==> src/rtl/epoch_seconds_to_calendar_defines.svh <==
// ----------------------------------------------------------------------------
// epoch_seconds_to_calendar assertion macros
// shared assertion forms for the calendar conversion block
// ----------------------------------------------------------------------------
`ifndef EPOCH_SECONDS_TO_CALENDAR_DEFINES_SVH
`define EPOCH_SECONDS_TO_CALENDAR_DEFINES_SVH

// same-cycle implication, checked out of reset
`define ESC_ASSERT_NOW(lbl, ante, cons) \
	lbl: assert property (@(posedge clk) disable iff (!arst_n) (ante) |-> (cons)) \
		else $error("calendar conversion check failed");

// next-cycle implication, checked out of reset
`define ESC_ASSERT_NEXT(lbl, ante, cons) \
	lbl: assert property (@(posedge clk) disable iff (!arst_n) (ante) |=> (cons)) \
		else $error("calendar conversion check failed");

`endif

==> src/rtl/esc_pkg.sv <==
// ----------------------------------------------------------------------------
// esc_pkg
// constants, structs and the month length table for the calendar converter
// ----------------------------------------------------------------------------
`default_nettype none

package esc_pkg;

	// field widths
	localparam int unsigned EpochW  = 31;
	localparam int unsigned YearW   = 11;
	localparam int unsigned MonthW  = 4;
	localparam int unsigned DayW    = 5;
	localparam int unsigned HourW   = 5;
	localparam int unsigned MinuteW = 6;
	localparam int unsigned SecW    = 6;

	// time constants in seconds
	localparam logic [EpochW-1:0] SecsCommonYear = 31'd31536000;
	localparam logic [EpochW-1:0] SecsLeapYear   = 31'd31622400;
	localparam logic [EpochW-1:0] SecsPerDay     = 31'd86400;
	localparam logic [EpochW-1:0] SecsPerHour    = 31'd3600;
	localparam logic [EpochW-1:0] SecsPerMinute  = 31'd60;
	localparam logic [YearW-1:0]  EpochYear      = 11'd1970;
	localparam logic [MonthW-1:0] MonthJan       = 4'd1;
	localparam logic [MonthW-1:0] MonthDec       = 4'd12;

	// operand pair into the shared compare-subtract unit
	typedef struct packed {
		logic [EpochW-1:0] rem;
		logic [EpochW-1:0] sub;
	} esc_alu_req_t;

	// compare-subtract result
	typedef struct packed {
		logic              ge;
		logic [EpochW-1:0] diff;
	} esc_alu_res_t;

	// finished calendar fields
	typedef struct packed {
		logic [YearW-1:0]   year;
		logic [MonthW-1:0]  month;
		logic [DayW-1:0]    day;
		logic [HourW-1:0]   hour;
		logic [MinuteW-1:0] minute;
		logic [SecW-1:0]    sec;
	} esc_result_t;

	// sequencer status towards the top level
	typedef struct packed {
		logic idle;
		logic done;
	} esc_status_t;

	// length of a month in seconds, february by the leap flag
	function automatic logic [EpochW-1:0] month_secs(input logic [MonthW-1:0] m,
		input logic leap);
		logic [EpochW-1:0] d;
		unique case (m)
			4'd2:    d = leap ? 31'd29 : 31'd28;
			4'd4:    d = 31'd30;
			4'd6:    d = 31'd30;
			4'd9:    d = 31'd30;
			4'd11:   d = 31'd30;
			default: d = 31'd31;
		endcase
		return EpochW'(d * SecsPerDay);
	endfunction

endpackage

`default_nettype wire

==> src/rtl/esc_alu.sv <==
// ----------------------------------------------------------------------------
// esc_alu
// shared compare-subtract unit: remainder minus subtrahend with borrow out
// ----------------------------------------------------------------------------
`default_nettype none

module esc_alu
	import esc_pkg::*;
(
	input  esc_alu_req_t req,
	output esc_alu_res_t res
);

	logic [EpochW:0] diff_w;

	// one wide subtract, borrow gives the compare
	assign diff_w   = {1'b0, req.rem} - {1'b0, req.sub};
	assign res.ge   = ~diff_w[EpochW];
	assign res.diff = diff_w[EpochW-1:0];

endmodule

`default_nettype wire

==> src/rtl/esc_ctrl.sv <==
// ----------------------------------------------------------------------------
// esc_ctrl
// sequencer: steps years, months, then restoring division for day, hour, minute
// ----------------------------------------------------------------------------
`default_nettype none

module esc_ctrl
	import esc_pkg::*;
(
	input  logic              clk,
	input  logic              arst_n,
	input  logic              start,
	input  logic [EpochW-1:0] epoch_in,
	input  logic              res_take,
	input  esc_alu_res_t      alu_res,
	output esc_alu_req_t      alu_req,
	output esc_status_t       status,
	output esc_result_t       result
);

	typedef enum logic [6:0] {
		ST_IDLE  = 7'b0000001,
		ST_YEAR  = 7'b0000010,
		ST_MONTH = 7'b0000100,
		ST_DAY   = 7'b0001000,
		ST_HOUR  = 7'b0010000,
		ST_MIN   = 7'b0100000,
		ST_DONE  = 7'b1000000
	} esc_state_t;

	esc_state_t         state_q;
	logic [EpochW-1:0]  rem_q;
	logic [YearW-1:0]   year_q;
	logic [MonthW-1:0]  month_q;
	logic [MinuteW-1:0] quo_q;
	logic [2:0]         bit_q;
	logic [DayW-1:0]    day_q;
	logic [HourW-1:0]   hour_q;
	logic [MinuteW-1:0] min_q;
	logic               leap;
	logic [MinuteW-1:0] quo_next;

	// leap rule over the reachable years 1970..2038; the one century year
	// there, 2000, is also divisible by 400
	assign leap     = (year_q[1:0] == 2'b00);
	assign quo_next = {quo_q[MinuteW-2:0], alu_res.ge};

	// subtrahend selection for the shared unit
	always_comb begin
		alu_req.rem = rem_q;
		unique case (state_q)
			ST_YEAR:  alu_req.sub = leap ? SecsLeapYear : SecsCommonYear;
			ST_MONTH: alu_req.sub = month_secs(month_q, leap);
			ST_DAY:   alu_req.sub = SecsPerDay << bit_q;
			ST_HOUR:  alu_req.sub = SecsPerHour << bit_q;
			ST_MIN:   alu_req.sub = SecsPerMinute << bit_q;
			default:  alu_req.sub = '0;
		endcase
	end

	// control state
	always_ff @(posedge clk or negedge arst_n) begin
		if (!arst_n) begin
			state_q <= ST_IDLE;
		end else begin
			unique case (state_q)
				ST_IDLE:  if (start) state_q <= ST_YEAR;
				ST_YEAR:  if (!alu_res.ge) state_q <= ST_MONTH;
				ST_MONTH: if (month_q == MonthDec || !alu_res.ge) state_q <= ST_DAY;
				ST_DAY:   if (bit_q == 3'd0) state_q <= ST_HOUR;
				ST_HOUR:  if (bit_q == 3'd0) state_q <= ST_MIN;
				ST_MIN:   if (bit_q == 3'd0) state_q <= ST_DONE;
				ST_DONE:  if (res_take) state_q <= ST_IDLE;
				default:  state_q <= ST_IDLE;
			endcase
		end
	end

	// working registers
	always_ff @(posedge clk) begin
		unique case (state_q)
			ST_IDLE: begin
				rem_q   <= epoch_in;
				year_q  <= EpochYear;
				month_q <= MonthJan;
				quo_q   <= '0;
				bit_q   <= 3'd4;
			end
			ST_YEAR: begin
				if (alu_res.ge) begin
					rem_q  <= alu_res.diff;
					year_q <= year_q + 11'd1;
				end
			end
			ST_MONTH: begin
				if (month_q != MonthDec && alu_res.ge) begin
					rem_q   <= alu_res.diff;
					month_q <= month_q + 4'd1;
				end
			end
			ST_DAY, ST_HOUR, ST_MIN: begin
				if (alu_res.ge) rem_q <= alu_res.diff;
				if (bit_q == 3'd0) begin
					quo_q <= '0;
					// minutes need six quotient bits
					bit_q <= state_q[4] ? 3'd5 : 3'd4;
					if (state_q[3]) day_q  <= quo_next[DayW-1:0] + 5'd1;
					if (state_q[4]) hour_q <= quo_next[HourW-1:0];
					if (state_q[5]) min_q  <= quo_next;
				end else begin
					quo_q <= quo_next;
					bit_q <= bit_q - 3'd1;
				end
			end
			default: begin
			end
		endcase
	end

	assign status.idle = state_q[0];
	assign status.done = state_q[6];

	assign result.year   = year_q;
	assign result.month  = month_q;
	assign result.day    = day_q;
	assign result.hour   = hour_q;
	assign result.minute = min_q;
	assign result.sec    = rem_q[SecW-1:0];

endmodule

`default_nettype wire

==> src/rtl/epoch_seconds_to_calendar.sv <==
// steps from request to result: a year search of one step per whole year past 1970
// (up to 68) plus a closing step, a month search of one step per whole month (up to 11)
// plus a closing step, 16 fixed division steps for day, hour and minute, then a done state
// one request at a time, taken only when idle, since the single shared compare-subtract unit serves every step
// a finished result waits in the output register while the next request starts
// reset: arst_n clears the sequencer to idle and the output register to empty
// ----------------------------------------------------------------------------
// epoch_seconds_to_calendar
// converts seconds since 1970 into UTC year, month, day, hour, minute, second
// ----------------------------------------------------------------------------
`default_nettype none

`include "epoch_seconds_to_calendar_defines.svh"

module epoch_seconds_to_calendar
	import esc_pkg::*;
(
	input  logic               clk,
	input  logic               arst_n,
	input  logic               in_valid,
	output logic               in_ready,
	input  logic [EpochW-1:0]  epoch_seconds,
	output logic               out_valid,
	input  logic               out_ready,
	output logic [YearW-1:0]   year,
	output logic [MonthW-1:0]  month,
	output logic [DayW-1:0]    day,
	output logic [HourW-1:0]   hour,
	output logic [MinuteW-1:0] minute,
	output logic [SecW-1:0]    sec
);

	esc_alu_req_t alu_req;
	esc_alu_res_t alu_res;
	esc_status_t  status;
	esc_result_t  result;
	esc_result_t  out_q;
	logic         out_valid_q;
	logic         res_take;
	logic         start;

	assign in_ready = status.idle;
	assign start    = in_valid & status.idle;
	assign res_take = ~out_valid_q | out_ready;

	esc_alu u_alu (
		.req (alu_req),
		.res (alu_res)
	);

	esc_ctrl u_ctrl (
		.clk      (clk),
		.arst_n   (arst_n),
		.start    (start),
		.epoch_in (epoch_seconds),
		.res_take (res_take),
		.alu_res  (alu_res),
		.alu_req  (alu_req),
		.status   (status),
		.result   (result)
	);

	// output register valid
	always_ff @(posedge clk or negedge arst_n) begin
		if (!arst_n) begin
			out_valid_q <= 1'b0;
		end else if (status.done && res_take) begin
			out_valid_q <= 1'b1;
		end else if (out_ready) begin
			out_valid_q <= 1'b0;
		end
	end

	// output register payload
	always_ff @(posedge clk) begin
		if (status.done && res_take) out_q <= result;
	end

	assign out_valid = out_valid_q;
	assign year      = out_q.year;
	assign month     = out_q.month;
	assign day       = out_q.day;
	assign hour      = out_q.hour;
	assign minute    = out_q.minute;
	assign sec       = out_q.sec;

	// checks
	`ESC_ASSERT_NEXT(a_busy_after_request, in_valid && in_ready, !in_ready)
	`ESC_ASSERT_NOW(a_date_range, out_valid,
		month != 4'd0 && month <= MonthDec && day != 5'd0)
	`ESC_ASSERT_NOW(a_time_range, out_valid,
		hour < 5'd24 && minute < 6'd60 && sec < 6'd60)
	`ESC_ASSERT_NOW(a_one_job, status.done, !status.idle)

endmodule

`default_nettype wire
==> config.mk <==
export PLATFORM = sky130hd
export DESIGN_NAME = epoch_seconds_to_calendar
export DESIGN_NICKNAME = d
export VERILOG_FILES = /design/src/rtl/esc_pkg.sv /design/src/rtl/esc_alu.sv /design/src/rtl/esc_ctrl.sv /design/src/rtl/epoch_seconds_to_calendar.sv
export VERILOG_INCLUDE_DIRS = /design/src /design/src/rtl
export SDC_FILE = /design/constraint.sdc
export NUM_CORES = 1
export LEC_CHECK = 0
export ABC_AREA = 1
export BUFFER_PORTS_ARGS = -buffer_cell sky130_fd_sc_hd__buf_2
export CAP_MARGIN = 20
export CORE_ASPECT_RATIO = 0.9
export CORE_MARGIN = 2
export CORE_UTILIZATION = 40
export CTS_CLUSTER_DIAMETER = 80
export DETAILED_ROUTE_END_ITERATION = 10
export HOLD_SLACK_MARGIN = 0.15
export PLACE_DENSITY = 0.61
export SYNTH_ARGS = -nofsm -noshare
export SYNTH_HDL_FRONTEND = slang
export SYNTH_SLANG_ARGS = --single-unit
export TNS_END_PERCENT = 10
==> constraint.sdc <==
create_clock -name clk -period 9.1 [get_ports clk]
set_input_delay 1.82 -clock clk [delete_from_list [all_inputs] [get_ports clk]]
set_output_delay 1.82 -clock clk [all_outputs]
set_load 0.05 [all_outputs]
Yosys cells after proc, flatten, opt, wreduce, memory -nomap -nowiden. Index checks and enable logic that the tools add are counted.

ROM bits: 0. Input bits: 35. Bits in latches: 0. Output and inout port bits: 39. RAM bits: 0. Memories: 0. Logic and storage cells: 100. Register bits after elaboration: 115.

Shift operators: 3. Add/sub/neg operators: 5. Div/mod/pow operators: 0. Magnitude comparators: 0. Reduce and logical (&&, ||, !) cells: 20. Bitwise operators: 4. Eq/ne operators: 24. Multipliers: 1. Muxes and demuxes: 27.

Operators by type and width (count): $pmux W31 S5 (1); $mux W31 (3); $pmux W31 S3 (1); $pmux W31 S2 (1); $mux W7 (7); $pmux W7 S7 (1); $sub A31 B31 Y32 (1); $mul A31 B10 Y24 const B (1); $shl A12 B3 Y31 const A (1); $shl A17 B3 Y31 const A (1); $shl A6 B3 Y31 const A (1); $pmux W11 S2 (1); $mux W18 (1); $eq A4 B4 Y1 const B (3); $reduce_and A3 Y1 (4); $add A11 B1 Y11 const B (1); $mux W11 (1); $ne A2 B1 Y1 const B (5); $ne A2 B2 Y1 const B (5); $pmux W5 S2 (1); $eq A4 B3 Y1 const B (2); $pmux W4 S2 (1); $reduce_bool A2 Y1 (4); $reduce_or A4 Y1 (2); other kinds (28) (34).

Longest topological paths before layout.
Depth in word-level cells: 11. Depth in mapped cells: 26. Depth with buffers taken out: 26.

Modules after synthesis. From an unflattened synthesis, not the netlist that was laid out.

Cells, all modules: 1071. Area total of the unflattened synthesis: 8125.3 um^2.

By module, submodules not included: esc_ctrl (cells each 504, seq. area each 2278.4 um^2, instances 1, area each 4458.0 um^2); esc_alu (cells each 522, seq. area each 0.0 um^2, instances 1, area each 2503.7 um^2); epoch_seconds_to_calendar (cells each 45, seq. area each 1136.1 um^2, instances 1, area each 1163.6 um^2).

Worst setup path before layout. No wires, ideal clock.

Kind: reg2reg. From: register u_ctrl.month_q[0]. To: register u_ctrl.rem_q[10], enable pin. Stages on the path, launching flop included: 25. Data arrival time: 4681 ps. Clock period less this slack: 5095 ps. Buffers on the path: 0. Data required time: 8685 ps. Setup slack: 4005 ps. Library setup time: 415 ps. Cell sequence: edfxtp_1 > inv_1 > ha_1 > nor3b_2 > a21oi_1 > inv_1 > ha_1 > inv_1 > nor2_1 > ha_1 > nand2_1 > xor2_1 > o22ai_1 > inv_1 > ha_1 > nand2_1 > nor2_1 > nand2_1 > nand2_1 > a21oi_1 > nand2_2 > nand2_1 > nand2_1 > o21ai_0 > nor2_1.

RTL lines: start: declaration (line esc_ctrl.sv:34) `logic [MonthW-1:0] month_q;`; start signal: assignment (line esc_ctrl.sv:85) `month_q <= MonthJan;`; start signal: assignment (line esc_ctrl.sv:98) `month_q <= month_q + 4'd1;`; end signal: assignment (line esc_ctrl.sv:83) `rem_q <= epoch_in;`; end signal: assignment (line esc_ctrl.sv:91) `rem_q <= alu_res.diff;`; end signal: assignment (line esc_ctrl.sv:97) `rem_q <= alu_res.diff;`; end: declaration (line esc_ctrl.sv:32) `logic [EpochW-1:0] rem_q;`.

==> results.md <==
- Slew at the pin with the worst max-slew slack: 992 ps
- Global-route usage over all layers: 18.7%
- Multiplexer share of the synthesized area: 0%
- Number of nets in the layout: 993
- Depth of the CTS H-tree: 4
- Critical path launch point type: flop
- Worst clock skew: between 5 and 6 ps
- Antenna Diode Count: 0
- Final setup violation count: 0
- Leak pwr: about 3.7 nW
- Number of library cell types mapped by synthesis: 44
- Length of the first detailed-routing pass in iterations: 7
- # hold bufs at CTS: 0
- Detailed-route vias per instance: 4.86
- Number of global-route vias before repair: 5322
- I/O Buffers: 73
- Simple-Gate Fraction of Synth Area: 25.8%
- Outcome: complete, no violations
- Synthesized net count: 911
- Buf/Inv on CP: 4
- Max-Cap Viols: 0
- Critical path's most frequent cell: sky130_fd_sc_hd__nand2_1
- Data arrival at the endpoint of the critical path: 5000 ps
- Cell taking the most area after synthesis: sky130_fd_sc_hd__edfxtp_1
- Top Family by Delay on Critical Path: simple AND/OR/NAND/NOR gates
- Class of the tightest hold or removal check: flop to flop
- Overall die area: 0.0186 mm2
- Post-CTS resize count: 0
- Total number of vias: 5665
- Post-synth top area share: 45.7%
- Post-synth EDFFs: 107
- Leftover overflow at the end of global routing: 0
- Achievable Freq: 203 MHz
- Crit. End Element: flop
- Number of failing hold endpoints at the final stage: 0
- Setup total negative slack: 0 ps
- Post-Syn Instances: between 800 and 900
- Maximum VDD drop: 147 uV
- Worst-path fanout max: 29
- Max-slew violations: 0
- Hpwl dp: 12400 um
- First-pass GRT wire length: roughly 27000 um
- First DRT Iteration DRCs: between 500 and 600
- Adder and majority gate portion of the synthesized area: 7.30%
- Count of state elements after synthesis: 115
- Post-CTS setup buffers: 0
- Clock latency reported for the late side of the worst-skew pair: 420 ps
- Total Routed Length: between 15000 and 20000 um
- Max incr delay on CP: 460 ps
- Post-Syn Area: 0.00703 mm2
- Die Span Y: 130 um
- Clock Sinks: roughly 120
- Post-detailed-route DRC marker count: 0
- Most instantiated flip-flop cell in the synthesis netlist: sky130_fd_sc_hd__edfxtp_1
- Most area-consuming cells after synthesis: sky130_fd_sc_hd__edfxtp_1 (46%), sky130_fd_sc_hd__nand2_1 (13%), sky130_fd_sc_hd__ha_1 (7.3%), sky130_fd_sc_hd__inv_1 (5.9%), sky130_fd_sc_hd__nor2_1 (4.8%)
- Top-Level Pins: 74
- Syn. warnings: 0
- Number of core rows: 45
- Req. time, crit path: 9170 ps
- Initial antenna violation count: 0
- Xor/xnor share of the synthesized area: 2.37%
- Clk root buf: sky130_fd_sc_hd__clkbuf_16
- Portion of the post-synthesis area used by sequential elements: 48.6%
- Tmin final: 4930 ps
- Ratio of total power to cell area: 340 mW/mm2
- Weighted congestion at the end of routability-driven global placement: 0.938
- Wire length per cell: about 14 um
- CTS tree: yes
- Main combinational cell family by area after synthesis: simple AND/OR/NAND/NOR gates
- Critical path type: flop to flop
- Number of clock buffers inserted by TritonCTS: 17
- Effective utilization at floorplan: 41.2%
- Antenna viol nets, final: 0
- Async set or reset register ratio after synthesis: under 10%
- Cell at the slowest stage of the critical path: sky130_fd_sc_hd__edfxtp_1
- List of cells traversed by the critical path: inv_1 > ha_1 > nor3b_2 > a21oi_1 > inv_1 > ha_1 > nor2_1 > ha_1 > nand2_1 > xor2_1 > o22ai_1 > inv_1 > ha_1 > nand2_1 > nor2_1 > nand2_1 > nand2_1 > a21oi_1 > nand2_2 > nand2_1 > nand2_1 > o21ai_0 > nor2_2 > buf_4
- Clock-pin transition on the worst setup and hold timing paths: ~60 ps
- Area growth from synthesis to layout: 16.7%
- Minimum setup slack in the final design: 4170 ps
- Final period utilization: 54.1%
- Core Footprint: approximately 0.017 mm2
- Unrepaired setup endpoints after global routing: false
- Clock buffer depth: 2
- Mean Syn Cell Area: roughly 8.4 um2
- Pin count of the biggest net entering global routing: 39
- Fraction of layout instances using a drive strength above 1: 14.7%
- Max_slew headroom: between 30% and 40%
- Chip width: approximately 140 um
- Post-Place Worst Slack: ~4200 ps
- Synthesized-area fraction occupied by ao, oa, aoi and oai cells: 8.73%
## power breakdown
part	switching [W]	leakage, nW	total, W	internal, W
Clock	0.000245	0.265	0.000646	0.000401
Sequential	0.0000838	1.09	0.000849	0.000765
Combinational	0.000878	2.31	0.00129	0.000413
Total	0.00121	3.67	0.00279	0.00158
## flip-flops by register name, summed over array words and instances, names as in the netlist, 6 cells and up
| name | flops |
|---|---|
| u_ctrl.state_q | 7 |
| u_ctrl.rem_q | 31 |
| minute | 6 |
| year | 11 |
| u_ctrl.min_q | 6 |
| u_ctrl.year_q | 11 |
| sec | 6 |
## cells by family after synthesis
kind of cell	after synthesis
AO/OA/AOI/OAI	109
adder cells (fa/ha/maj)	41
flip-flops	115
AND/OR/NAND/NOR	423
buffers and inverters	128
XOR/XNOR	19
## worst register-to-register path: stages (launching register included)
cell	delay (ps)
sky130_fd_sc_hd__edfxtp_1	460
sky130_fd_sc_hd__inv_1	120
sky130_fd_sc_hd__ha_1	150
sky130_fd_sc_hd__nor3b_2	450
sky130_fd_sc_hd__a21oi_1	270
sky130_fd_sc_hd__inv_1	180
sky130_fd_sc_hd__ha_1	170
sky130_fd_sc_hd__nor2_1	50
sky130_fd_sc_hd__ha_1	280
sky130_fd_sc_hd__nand2_1	60
sky130_fd_sc_hd__xor2_1	140
sky130_fd_sc_hd__o22ai_1	140
sky130_fd_sc_hd__inv_1	70
sky130_fd_sc_hd__ha_1	360
sky130_fd_sc_hd__nand2_1	110
sky130_fd_sc_hd__nor2_1	210
sky130_fd_sc_hd__nand2_1	140
sky130_fd_sc_hd__nand2_1	90
sky130_fd_sc_hd__a21oi_1	90
sky130_fd_sc_hd__nand2_2	260
sky130_fd_sc_hd__nand2_1	90
sky130_fd_sc_hd__nand2_1	80
sky130_fd_sc_hd__o21ai_0	110
sky130_fd_sc_hd__nor2_2	100
sky130_fd_sc_hd__buf_4	370
## through the flow
stage | hold WS [ps] | power, W | util [%] | instances | area (um2)
after floorplan | 400 | 0.00180 | - | 835 | 7030
after global placement | 402 | 0.00213 | 44.8 | 1133 | 7630
after detailed placement | 405 | 0.00213 | 44.8 | 1133 | 7630
after CTS | 413 | 0.00278 | 48.1 | 1165 | 8200
after global routing | 412 | 0.00301 | 48.1 | 1165 | 8200
final | 413 | 0.00279 | 48.1 | 1165 | 8200
## cells in the mapped netlist (all sizes together), types with 3 or more instances
cell type	n
ha	41
or2	7
o21bai	5
o21ai	46
xnor2	10
xor2	9
nand2	239
edfxtp	107
o22ai	5
nor3	11
a31oi	6
inv	116
a21o	3
nor2	94
a21oi	38
buf	7
nand4	10
nand3	55
clkbuf	4
dfrtp	7
## final timing paths
path,cells past startpoint,slack (ps),from,endpoint
min in group asynchronous,1,1240,arst_n,u_ctrl.state_q[2]
max in group asynchronous,1,7620,arst_n,u_ctrl.state_q[0]
max,24,4170,u_ctrl.month_q[0],u_ctrl.rem_q[19]
min reg2reg,0,410,u_ctrl.hour_q[1],hour[1]
min,0,410,u_ctrl.hour_q[1],hour[1]
max reg2reg,24,4170,u_ctrl.month_q[0],u_ctrl.rem_q[19]
## final cells by class
cell class	count	area (um2)
Clock inverter	13	134
Inverter	117	439
Clock buffer	19	433
Sequential cell	115	3410
Tap cell	235	294
Timing Repair Buffer	74	373
Fill cell	1645	8860
Multi-Input combinational cell	592	3110
## metal layers
layer	GRT usage, %	routed length (um)	vias up
met5	0	0	-
met4	6.75	298	0
met3	3.96	937	21
met2	28.5	7060	181
met1	26.5	8150	2532
li1	-	-	2931
## cells in the final DEF (no fill, tap or decap), types with 3 or more instances in the layout
cell and count:
sky130_fd_sc_hd__o21ai_0 38, sky130_fd_sc_hd__a31oi_1 6, sky130_fd_sc_hd__inv_6 3, sky130_fd_sc_hd__edfxtp_1 107, sky130_fd_sc_hd__clkinv_1 3, sky130_fd_sc_hd__nand4_1 8, sky130_fd_sc_hd__a21o_1 3, sky130_fd_sc_hd__o21ai_1 4
sky130_fd_sc_hd__clkinvlp_4 4, sky130_fd_sc_hd__nand2_1 236, sky130_fd_sc_hd__inv_2 6, sky130_fd_sc_hd__o21ai_2 4, sky130_fd_sc_hd__nor3_1 11, sky130_fd_sc_hd__ha_1 41, sky130_fd_sc_hd__nand3_1 52, sky130_fd_sc_hd__xnor2_1 10
sky130_fd_sc_hd__xor2_1 9, sky130_fd_sc_hd__inv_1 110, sky130_fd_sc_hd__dfrtp_1 7, sky130_fd_sc_hd__a21oi_1 37, sky130_fd_sc_hd__nor2_2 6, sky130_fd_sc_hd__o22ai_1 5, sky130_fd_sc_hd__o21bai_1 5, sky130_fd_sc_hd__nor2_1 87
sky130_fd_sc_hd__nand2_2 3, sky130_fd_sc_hd__clkbuf_16 17, sky130_fd_sc_hd__or2_2 7, sky130_fd_sc_hd__buf_2 73
(Power assumes the default switching activity.)
